File: src/rtl/sfts_pkg.sv
// Shared types and codes for the sorted flag table with subset match.
package sfts_pkg;

    localparam logic [1:0] CMD_SET   = 2'd0;
    localparam logic [1:0] CMD_UNSET = 2'd1;
    localparam logic [1:0] CMD_MATCH = 2'd2;
    localparam logic [1:0] CMD_CLEAR = 2'd3;

    localparam logic [1:0] ST_OK      = 2'd0;
    localparam logic [1:0] ST_FULL    = 2'd1;
    localparam logic [1:0] ST_MISSING = 2'd2;

    localparam int STATUS_BITS = 2;
    localparam int CMD_BITS    = 2;

    // Per-cell update broadcast to the whole row.
    typedef enum logic [2:0] {
        OP_NONE   = 3'd0,
        OP_WRITE  = 3'd1,
        OP_INSERT = 3'd2,
        OP_REMOVE = 3'd3,
        OP_CLEAR  = 3'd4
    } op_t;

    typedef enum logic [2:0] {
        S_IDLE  = 3'b001,
        S_SCAN  = 3'b010,
        S_APPLY = 3'b100
    } state_t;

endpackage

File: src/rtl/sorted_flag_table_subset_match.sv
// Top level: sorted flag table built as a row of cells, with command sequencer.
//
// Input words arrive on s_tvalid/s_tready: s_tuser carries the command (set,
// unset, match, clear), s_tdata the key and the value handle. Each word gives
// exactly one result word on m_tvalid/m_tready, carrying found and status in
// m_tuser and value, matched key and entry count in m_tdata.
// Entries sit in a row of DEPTH cells kept in ascending key order; a set that
// inserts a new key and a successful unset shift the row by one cell, all cells together.
// Set, unset and clear go from accept to the update step, then to the output
// register. Match first runs a scan: the match token walks the cell row one
// cell per cycle, and the highest cell whose key is a subset of the query wins.
// One word is worked at a time; the next word is accepted once the previous
// one has reached the output register, so a held result does not block it.
// If the receiver stalls, the finished result waits in the output register
// and the next word stalls before its update step.
// Reset empties the table and drops any pending result; no clearing pass.
module sorted_flag_table_subset_match #(
    parameter int DEPTH      = 16,
    parameter int FLAG_BITS  = 16,
    parameter int VALUE_BITS = 32,
    localparam int CNT_W  = $clog2(DEPTH + 1),
    localparam int IN_W   = ((FLAG_BITS + VALUE_BITS + 7) / 8) * 8,
    localparam int OUT_W  = ((VALUE_BITS + FLAG_BITS + CNT_W + 7) / 8) * 8,
    localparam int OUSR_W = 8
) (
    input  logic              aclk,
    input  logic              aresetn,
    input  logic              s_tvalid,
    output logic              s_tready,
    input  logic [IN_W-1:0]   s_tdata,  // state_flags, entry_value
    input  logic [7:0]        s_tuser,  // command
    output logic              m_tvalid,
    input  logic              m_tready,
    output logic [OUT_W-1:0]  m_tdata,  // result_value, matched_flags, entry_count
    output logic [OUSR_W-1:0] m_tuser   // found, status
);

    localparam int CW = (DEPTH > 1) ? $clog2(DEPTH) : 1;

    sfts_pkg::state_t state_reg, state_next;
    logic [CW-1:0]         cnt_reg, cnt_next;
    logic [1:0]            cmd_reg;
    logic [FLAG_BITS-1:0]  key_reg;
    logic [VALUE_BITS-1:0] val_reg;
    logic [CNT_W-1:0]      count_reg, count_next;
    logic                  m_valid_reg;
    logic                  found_reg, found_next;
    logic [VALUE_BITS-1:0] rval_reg, rval_next;
    logic [FLAG_BITS-1:0]  rkey_reg, rkey_next;
    logic [1:0]            status_reg, status_next;

    logic                  accept;
    logic                  apply_go;
    logic                  exact_any;
    logic                  full;
    sfts_pkg::op_t         op;

    logic                  c_valid [DEPTH+2];
    logic [FLAG_BITS-1:0]  c_key   [DEPTH+2];
    logic [VALUE_BITS-1:0] c_val   [DEPTH+2];
    logic                  c_gt    [DEPTH+1];
    logic [DEPTH-1:0]      c_exact;
    logic                  t_found [DEPTH+1];
    logic [FLAG_BITS-1:0]  t_key   [DEPTH+1];
    logic [VALUE_BITS-1:0] t_val   [DEPTH+1];

    assign c_valid[0]       = 1'b0;
    assign c_key[0]         = '0;
    assign c_val[0]         = '0;
    assign c_valid[DEPTH+1] = 1'b0;
    assign c_key[DEPTH+1]   = '0;
    assign c_val[DEPTH+1]   = '0;
    assign c_gt[0]          = 1'b0;
    assign t_found[0]       = 1'b0;
    assign t_key[0]         = '0;
    assign t_val[0]         = '0;

    for (genvar i = 0; i < DEPTH; i++) begin : g_cell
        sfts_cell #(
            .FLAG_BITS  (FLAG_BITS),
            .VALUE_BITS (VALUE_BITS)
        ) u_cell (
            .aclk         (aclk),
            .aresetn      (aresetn),
            .op           (op),
            .q_key        (key_reg),
            .q_val        (val_reg),
            .prev_valid   (c_valid[i]),
            .prev_key     (c_key[i]),
            .prev_val     (c_val[i]),
            .prev_gt      (c_gt[i]),
            .next_valid   (c_valid[i+2]),
            .next_key     (c_key[i+2]),
            .next_val     (c_val[i+2]),
            .tok_in_found (t_found[i]),
            .tok_in_key   (t_key[i]),
            .tok_in_val   (t_val[i]),
            .valid        (c_valid[i+1]),
            .key          (c_key[i+1]),
            .val          (c_val[i+1]),
            .gt           (c_gt[i+1]),
            .exact        (c_exact[i]),
            .tok_found    (t_found[i+1]),
            .tok_key      (t_key[i+1]),
            .tok_val      (t_val[i+1])
        );
    end

    assign exact_any = |c_exact;
    assign full      = c_valid[DEPTH];
    assign accept    = s_tvalid && s_tready;
    assign s_tready  = (state_reg == sfts_pkg::S_IDLE);
    assign apply_go  = (state_reg == sfts_pkg::S_APPLY) && (!m_valid_reg || m_tready);

    always_comb begin
        op          = sfts_pkg::OP_NONE;
        count_next  = count_reg;
        found_next  = 1'b0;
        rval_next   = '0;
        rkey_next   = '0;
        status_next = sfts_pkg::ST_OK;
        if (apply_go) begin
            case (cmd_reg)
                sfts_pkg::CMD_SET: begin
                    if (exact_any) begin
                        op = sfts_pkg::OP_WRITE;
                    end else if (full) begin
                        status_next = sfts_pkg::ST_FULL;
                    end else begin
                        op         = sfts_pkg::OP_INSERT;
                        count_next = count_reg + 1'b1;
                    end
                end
                sfts_pkg::CMD_UNSET: begin
                    if (exact_any) begin
                        op         = sfts_pkg::OP_REMOVE;
                        count_next = count_reg - 1'b1;
                        found_next = 1'b1;
                    end else begin
                        status_next = sfts_pkg::ST_MISSING;
                    end
                end
                sfts_pkg::CMD_MATCH: begin
                    if (t_found[DEPTH]) begin
                        found_next = 1'b1;
                        rval_next  = t_val[DEPTH];
                        rkey_next  = t_key[DEPTH];
                    end else begin
                        status_next = sfts_pkg::ST_MISSING;
                    end
                end
                sfts_pkg::CMD_CLEAR: begin
                    op         = sfts_pkg::OP_CLEAR;
                    count_next = '0;
                end
                default: begin
                    op = sfts_pkg::OP_NONE;
                end
            endcase
        end
    end

    always_comb begin
        state_next = state_reg;
        cnt_next   = cnt_reg;
        case (state_reg)
            sfts_pkg::S_IDLE: begin
                cnt_next = '0;
                if (accept) begin
                    if (s_tuser[1:0] == sfts_pkg::CMD_MATCH) begin
                        state_next = sfts_pkg::S_SCAN;
                    end else begin
                        state_next = sfts_pkg::S_APPLY;
                    end
                end
            end
            sfts_pkg::S_SCAN: begin
                cnt_next = cnt_reg + 1'b1;
                if (cnt_reg == CW'(DEPTH - 1)) begin
                    state_next = sfts_pkg::S_APPLY;
                end
            end
            sfts_pkg::S_APPLY: begin
                if (apply_go) begin
                    state_next = sfts_pkg::S_IDLE;
                end
            end
            default: begin
                state_next = sfts_pkg::S_IDLE;
            end
        endcase
    end

    always_ff @(posedge aclk) begin
        if (!aresetn) begin
            state_reg   <= sfts_pkg::S_IDLE;
            cnt_reg     <= '0;
            count_reg   <= '0;
            m_valid_reg <= 1'b0;
        end else begin
            state_reg <= state_next;
            cnt_reg   <= cnt_next;
            count_reg <= count_next;
            if (apply_go) begin
                m_valid_reg <= 1'b1;
            end else if (m_tready) begin
                m_valid_reg <= 1'b0;
            end
        end
    end

    always_ff @(posedge aclk) begin
        if (accept) begin
            cmd_reg <= s_tuser[1:0];
            key_reg <= s_tdata[FLAG_BITS-1:0];
            val_reg <= s_tdata[FLAG_BITS+VALUE_BITS-1:FLAG_BITS];
        end
        if (apply_go) begin
            found_reg  <= found_next;
            rval_reg   <= rval_next;
            rkey_reg   <= rkey_next;
            status_reg <= status_next;
        end
    end

    logic [CNT_W-1:0] count_out_reg;

    always_ff @(posedge aclk) begin
        if (apply_go) begin
            count_out_reg <= count_next;
        end
    end

    assign m_tvalid = m_valid_reg;
    assign m_tdata  = OUT_W'({count_out_reg, rkey_reg, rval_reg});
    assign m_tuser  = OUSR_W'({status_reg, found_reg});

endmodule

File: src/rtl/sfts_cell.sv
// One table cell: holds a key/value entry and passes a match token to the next cell.
module sfts_cell #(
    parameter int FLAG_BITS  = 16,
    parameter int VALUE_BITS = 32
) (
    input  logic                  aclk,
    input  logic                  aresetn,
    input  sfts_pkg::op_t         op,
    input  logic [FLAG_BITS-1:0]  q_key,
    input  logic [VALUE_BITS-1:0] q_val,
    input  logic                  prev_valid,
    input  logic [FLAG_BITS-1:0]  prev_key,
    input  logic [VALUE_BITS-1:0] prev_val,
    input  logic                  prev_gt,
    input  logic                  next_valid,
    input  logic [FLAG_BITS-1:0]  next_key,
    input  logic [VALUE_BITS-1:0] next_val,
    input  logic                  tok_in_found,
    input  logic [FLAG_BITS-1:0]  tok_in_key,
    input  logic [VALUE_BITS-1:0] tok_in_val,
    output logic                  valid,
    output logic [FLAG_BITS-1:0]  key,
    output logic [VALUE_BITS-1:0] val,
    output logic                  gt,
    output logic                  exact,
    output logic                  tok_found,
    output logic [FLAG_BITS-1:0]  tok_key,
    output logic [VALUE_BITS-1:0] tok_val
);

    logic                  valid_reg, valid_next;
    logic [FLAG_BITS-1:0]  key_reg, key_next;
    logic [VALUE_BITS-1:0] val_reg, val_next;
    logic                  tok_found_reg;
    logic [FLAG_BITS-1:0]  tok_key_reg;
    logic [VALUE_BITS-1:0] tok_val_reg;
    logic                  ge;
    logic                  cand;

    assign gt    = !valid_reg || (key_reg > q_key);
    assign ge    = !valid_reg || (key_reg >= q_key);
    assign exact = valid_reg && (key_reg == q_key);
    // zero key, exact key and nonempty subsets all satisfy this
    assign cand  = valid_reg && ((key_reg & ~q_key) == '0);

    always_comb begin
        valid_next = valid_reg;
        key_next   = key_reg;
        val_next   = val_reg;
        case (op)
            sfts_pkg::OP_WRITE: begin
                if (exact) begin
                    val_next = q_val;
                end
            end
            sfts_pkg::OP_INSERT: begin
                if (prev_gt) begin
                    valid_next = prev_valid;
                    key_next   = prev_key;
                    val_next   = prev_val;
                end else if (gt) begin
                    valid_next = 1'b1;
                    key_next   = q_key;
                    val_next   = q_val;
                end
            end
            sfts_pkg::OP_REMOVE: begin
                if (ge) begin
                    valid_next = next_valid;
                    key_next   = next_key;
                    val_next   = next_val;
                end
            end
            sfts_pkg::OP_CLEAR: begin
                valid_next = 1'b0;
            end
            default: begin
                valid_next = valid_reg;
            end
        endcase
    end

    always_ff @(posedge aclk) begin
        if (!aresetn) begin
            valid_reg     <= 1'b0;
            tok_found_reg <= 1'b0;
        end else begin
            valid_reg     <= valid_next;
            tok_found_reg <= cand || tok_in_found;
        end
    end

    always_ff @(posedge aclk) begin
        key_reg <= key_next;
        val_reg <= val_next;
        if (cand) begin
            tok_key_reg <= key_reg;
            tok_val_reg <= val_reg;
        end else begin
            tok_key_reg <= tok_in_key;
            tok_val_reg <= tok_in_val;
        end
    end

    assign valid     = valid_reg;
    assign key       = key_reg;
    assign val       = val_reg;
    assign tok_found = tok_found_reg;
    assign tok_key   = tok_key_reg;
    assign tok_val   = tok_val_reg;

endmodule
File: config.mk
export PLATFORM = sky130hd
export DESIGN_NAME = sorted_flag_table_subset_match
export DESIGN_NICKNAME = d
export VERILOG_FILES = /design/src/rtl/sfts_pkg.sv /design/src/rtl/sorted_flag_table_subset_match.sv /design/src/rtl/sfts_cell.sv
export SDC_FILE = /design/constraint.sdc
export NUM_CORES = 2
export LEC_CHECK = 0
export ABC_CLOCK_PERIOD_IN_PS = 8500
export BUFFER_PORTS_ARGS = -buffer_cell sky130_fd_sc_hd__buf_2
export CORE_MARGIN = 2
export CORE_UTILIZATION = 56
export DETAILED_ROUTE_END_ITERATION = 10
export GPL_ROUTABILITY_DRIVEN = 0
export PLACE_DENSITY = 0.75
export SLEW_MARGIN = 20
export SYNTH_ARGS = -nofsm -noshare
export SYNTH_HDL_FRONTEND = slang
export SYNTH_HIERARCHICAL = 1
export SYNTH_SLANG_ARGS = --single-unit
File: constraint.sdc
create_clock -name aclk -period 8.5 [get_ports aclk]
set_clock_uncertainty 0.2 [all_clocks]
set_input_delay 0.85 -clock aclk [delete_from_list [all_inputs] [get_ports aclk]]
set_output_delay 0.85 -clock aclk [all_outputs]
set_load 0.02 [all_outputs]
==> reports/metrics.yaml <==
detailed_routing:
  firstDrtPassIters: 6
  wire_per_inst_um: 20.5
  wl_um: 198000
  drc_errors: 0
  via_count: 57900
  via_per_inst: 5.99
  ant_nets: 0
  drt_iter0_drc: 5132
job:
  max_cap_viol_count: 0
clock_network:
  clk_pin_slew_ns: 0.06
  cts_hold_buf: 43
  htreeDepth: 4
  clk_path_buf_depth: 3
  cts_tree: "yes"
  clock_latency_ns: 0.82
  cts_resized: 0
  numCtsBuffers: 169
  cts_root_buffer: "clkbuf_16"
  clock-sinks: 1687
  cts_setup_buffers: 0
global_route:
  grt_usage_pct: 25.5
  use_met2_pct: 41.8
  busiest_layer: "met2"
  met1_usage_pct: 35.1
  grtUsageMet3_pct: 3.29
  grt_antenna_before_repair: 5
  grt_pass1_vias: 55900
  grt_first_pass_wirelength_um: 316000
  grt_start_max_net_pins: 86
  gr-total-overflow: 0
worst_setup_path:
  critical-path-top-delay-family: "simple AND/OR/NAND/NOR gates"
  critPathCaptureType: "flip-flop"
  path_max_fanout: 64
  path_buf_inv: 3
  worstPathArrival_ns: 7.79
  r2r_slack_ns: 1.01
  crit_path_start_kind: "flip-flop"
  critPathRequiredTime_ns: 8.80
  critPathMaxStageDelay_ns: 1.05
  critical_path_class: "reg2reg"
  path_cells: "inv_1, ha_1, nand4_1, nor3_1, and4_1, nor4_1, nand4_1, nor2_1, nand2_1, a21oi_4, inv_1, nor2_2, buf_4, and2_2, o21ai_0"
  slowest_stage: "nor4_1"
timing:
  setup_tns_ns: 0
  rsz0062_at_grt: "no"
  timing.final.crit_share_pct: 88.2
  finalSetupViolations: 0
  slew_viol_final: 0
  setup_slack_ns: 1.01
  hold_viol: 0
  max_freq_mhz: 133
  post-route-min-period_ns: 7.49
  relSlewSlack_pct: 18.7
  tightestPinTransition_ns: 1.21
final_layout:
  final-seq-area_um2: 42500
  drive_above_1_share_pct: 16.8
  fin_util_pct: 62.6
  fin_nets: 7934
  fill_cells: 11200
  multiInputGateArea_um2: 37200
  synthToLayoutAreaGrowth_pct: 10.7
yosys:
  synthDominantCellAreaShare_pct: 31.8
  synth.avg_cell_area_um2: 11.0
  synth.distinct_cells: 64
  syn_inst: 7489
  syn_area_um2: 82700
  synth_edf_count: 874
  yosysSeqAreaShare_pct: 51.4
  synth_warnings: 6
  async_reset_ff_share_pct: 0
  yosysTopAreaCell: "edfxtp_1"
  synth_ff_type: "edfxtp_1"
  synth_area_leaders: "edfxtp_1 (32%), dfxtp_1 (20%), mux2_2 (8.5%), o21ai_0 (5.2%), a22oi_1 (4.8%)"
  synth_seq_cells: 1687
floorplanning:
  ios: 126
  core_um2: 146000
  chipHeight_um: 388
  initial_core_util_pct: 56.6
  die_x_um: 388
  rows: 140
  dieArea_um2: 151000
power_and_ir_drop:
  power_density_nw_per_um2: 193
  vdd_drop_max_v: 0.000174
  p_leak_nw: 34.7
worst_hold_path:
  hp-class: "in2reg"
placement:
  port_buffers: 111
  place_ws_ns: 1.31
  dpl.hpwl_um: 139000
outcome:
  status: "complete, no violations"
worst reg2reg max path: stages (launching register included):
cell and delay [ns]:
edfxtp_1 0.94, inv_1 0.14, ha_1 0.37, nand4_1 0.11, nor3_1 0.13, and4_1 0.32, nor4_1 1.05, nand4_1 0.93
nor2_1 0.28, nand2_1 0.12, a21oi_4 0.76, inv_1 0.20, nor2_2 0.12, buf_4 0.34, and2_2 0.95, o21ai_0 0.26
final timing paths:
path | startpoint | end | depth (start not counted)
setup reg to reg | key_reg[14] | g_cell[9].u_cell/key[15] | 15
hold / removal | s_tuser[0] | cmd_reg[0] | 1
setup / recovery | key_reg[14] | g_cell[9].u_cell/key[15] | 15
hold reg to reg | g_cell[1].u_cell/tok_key[12] | g_cell[2].u_cell/tok_key[12] | 1
Yosys cell counts, drive strengths merged, types with 2 or more instances:
cell / instances
o221ai: 30
inv: 297
and3: 52
nor2b: 531
nor3: 67
mux2: 768
dfxtp: 813
a211oi: 15
nand4: 37
nand3b: 16
mux2i: 272
clkbuf: 272
a41oi: 3
nor4b: 3
nor4: 43
o21ai: 860
a31o: 15
and2: 35
o31a: 3
a22oi: 527
nor2: 60
nand2: 411
o311a: 2
buf: 286
nand3: 40
a31oi: 516
nand4b: 2
nand2b: 83
a221oi: 15
o21a: 20
nor3b: 2
or4: 16
ha: 281
a21boi: 3
and4: 31
a21oi: 140
or3: 34
a22o: 2
edfxtp: 874
metrics by stage:
| stage | power [W] | cell area (um^2) | instances | hold WS, ns |
|---|---|---|---|---|
| after global routing | 0.0182 | 91500 | 9655 | 0.0176 |
| final | 0.0177 | 91500 | 9658 | 0.0481 |
| after floorplan | 0.00988 | 83200 | 7645 | 0.210 |
| after global placement | 0.0102 | 85000 | 9265 | 0.215 |
| after CTS | 0.0177 | 91000 | 9624 | 0.000700 |
| after detailed placement | 0.0102 | 85000 | 9265 | 0.219 |
per-layer routing:
layer  vias to the layer above  wire [um]
li1                      28000          -
met1                     27600      88300
met2                      1899      92900
met3                       361      11300
met4                         0       5400
met5                         -          0
cells by family after synthesis:
| kind of cell | after synthesis | share of synthesized area, % |
|---|---|---|
| AOI/OAI and AO/OA | 2159 | 15.9 |
| DFF | 1687 | 51.4 |
| and+or+nand+nor | 1466 | 9.98 |
| muxes | 1040 | 13.8 |
| buffers and inverters | 855 | 4.59 |
| adders and majority gates | 281 | 4.25 |
| other | 1 | 0.00454 |
cell type report:
class	count	share of cell area, %
clock buffer	253	5.44
clock inverter	63	0.700
inverter	297	1.22
sequential	1687	46.5
antenna	3	0.00820
multi-input combinational	5103	40.7
tap	1917	2.62
timing repair buffer	335	2.86
power by group:
part | switching (W) | total [W] | internal, W | leakage, nW
combinational | 0.000592 | 0.00114 | 0.000551 | 17.0
sequential | 0.000170 | 0.00899 | 0.00882 | 14.8
clock | 0.00314 | 0.00752 | 0.00439 | 2.77
total | 0.00390 | 0.0177 | 0.0138 | 34.7
cell usage in the layout (no fill, tap or decap), drive strengths merged, types with 31 or more instances in the layout:
cell	Yosys	final
nand2	411	411
nand4	37	37
and3	52	52
nor4	43	43
dfxtp	813	813
o21ai	860	860
or3	34	34
nand2b	83	83
inv	297	302
nor2	60	60
and4	31	31
conb	1	157
clkbuf	272	253
nand3	40	40
a31oi	516	516
mux2	768	768
clkinv	0	46
a21oi	140	140
dlygate4sd3	0	43
mux2i	272	272
nor2b	531	531
ha	281	281
nor3	67	67
buf	286	292
edfxtp	874	874
and2	35	35
a22oi	527	527
(Power assumes the default switching activity.)
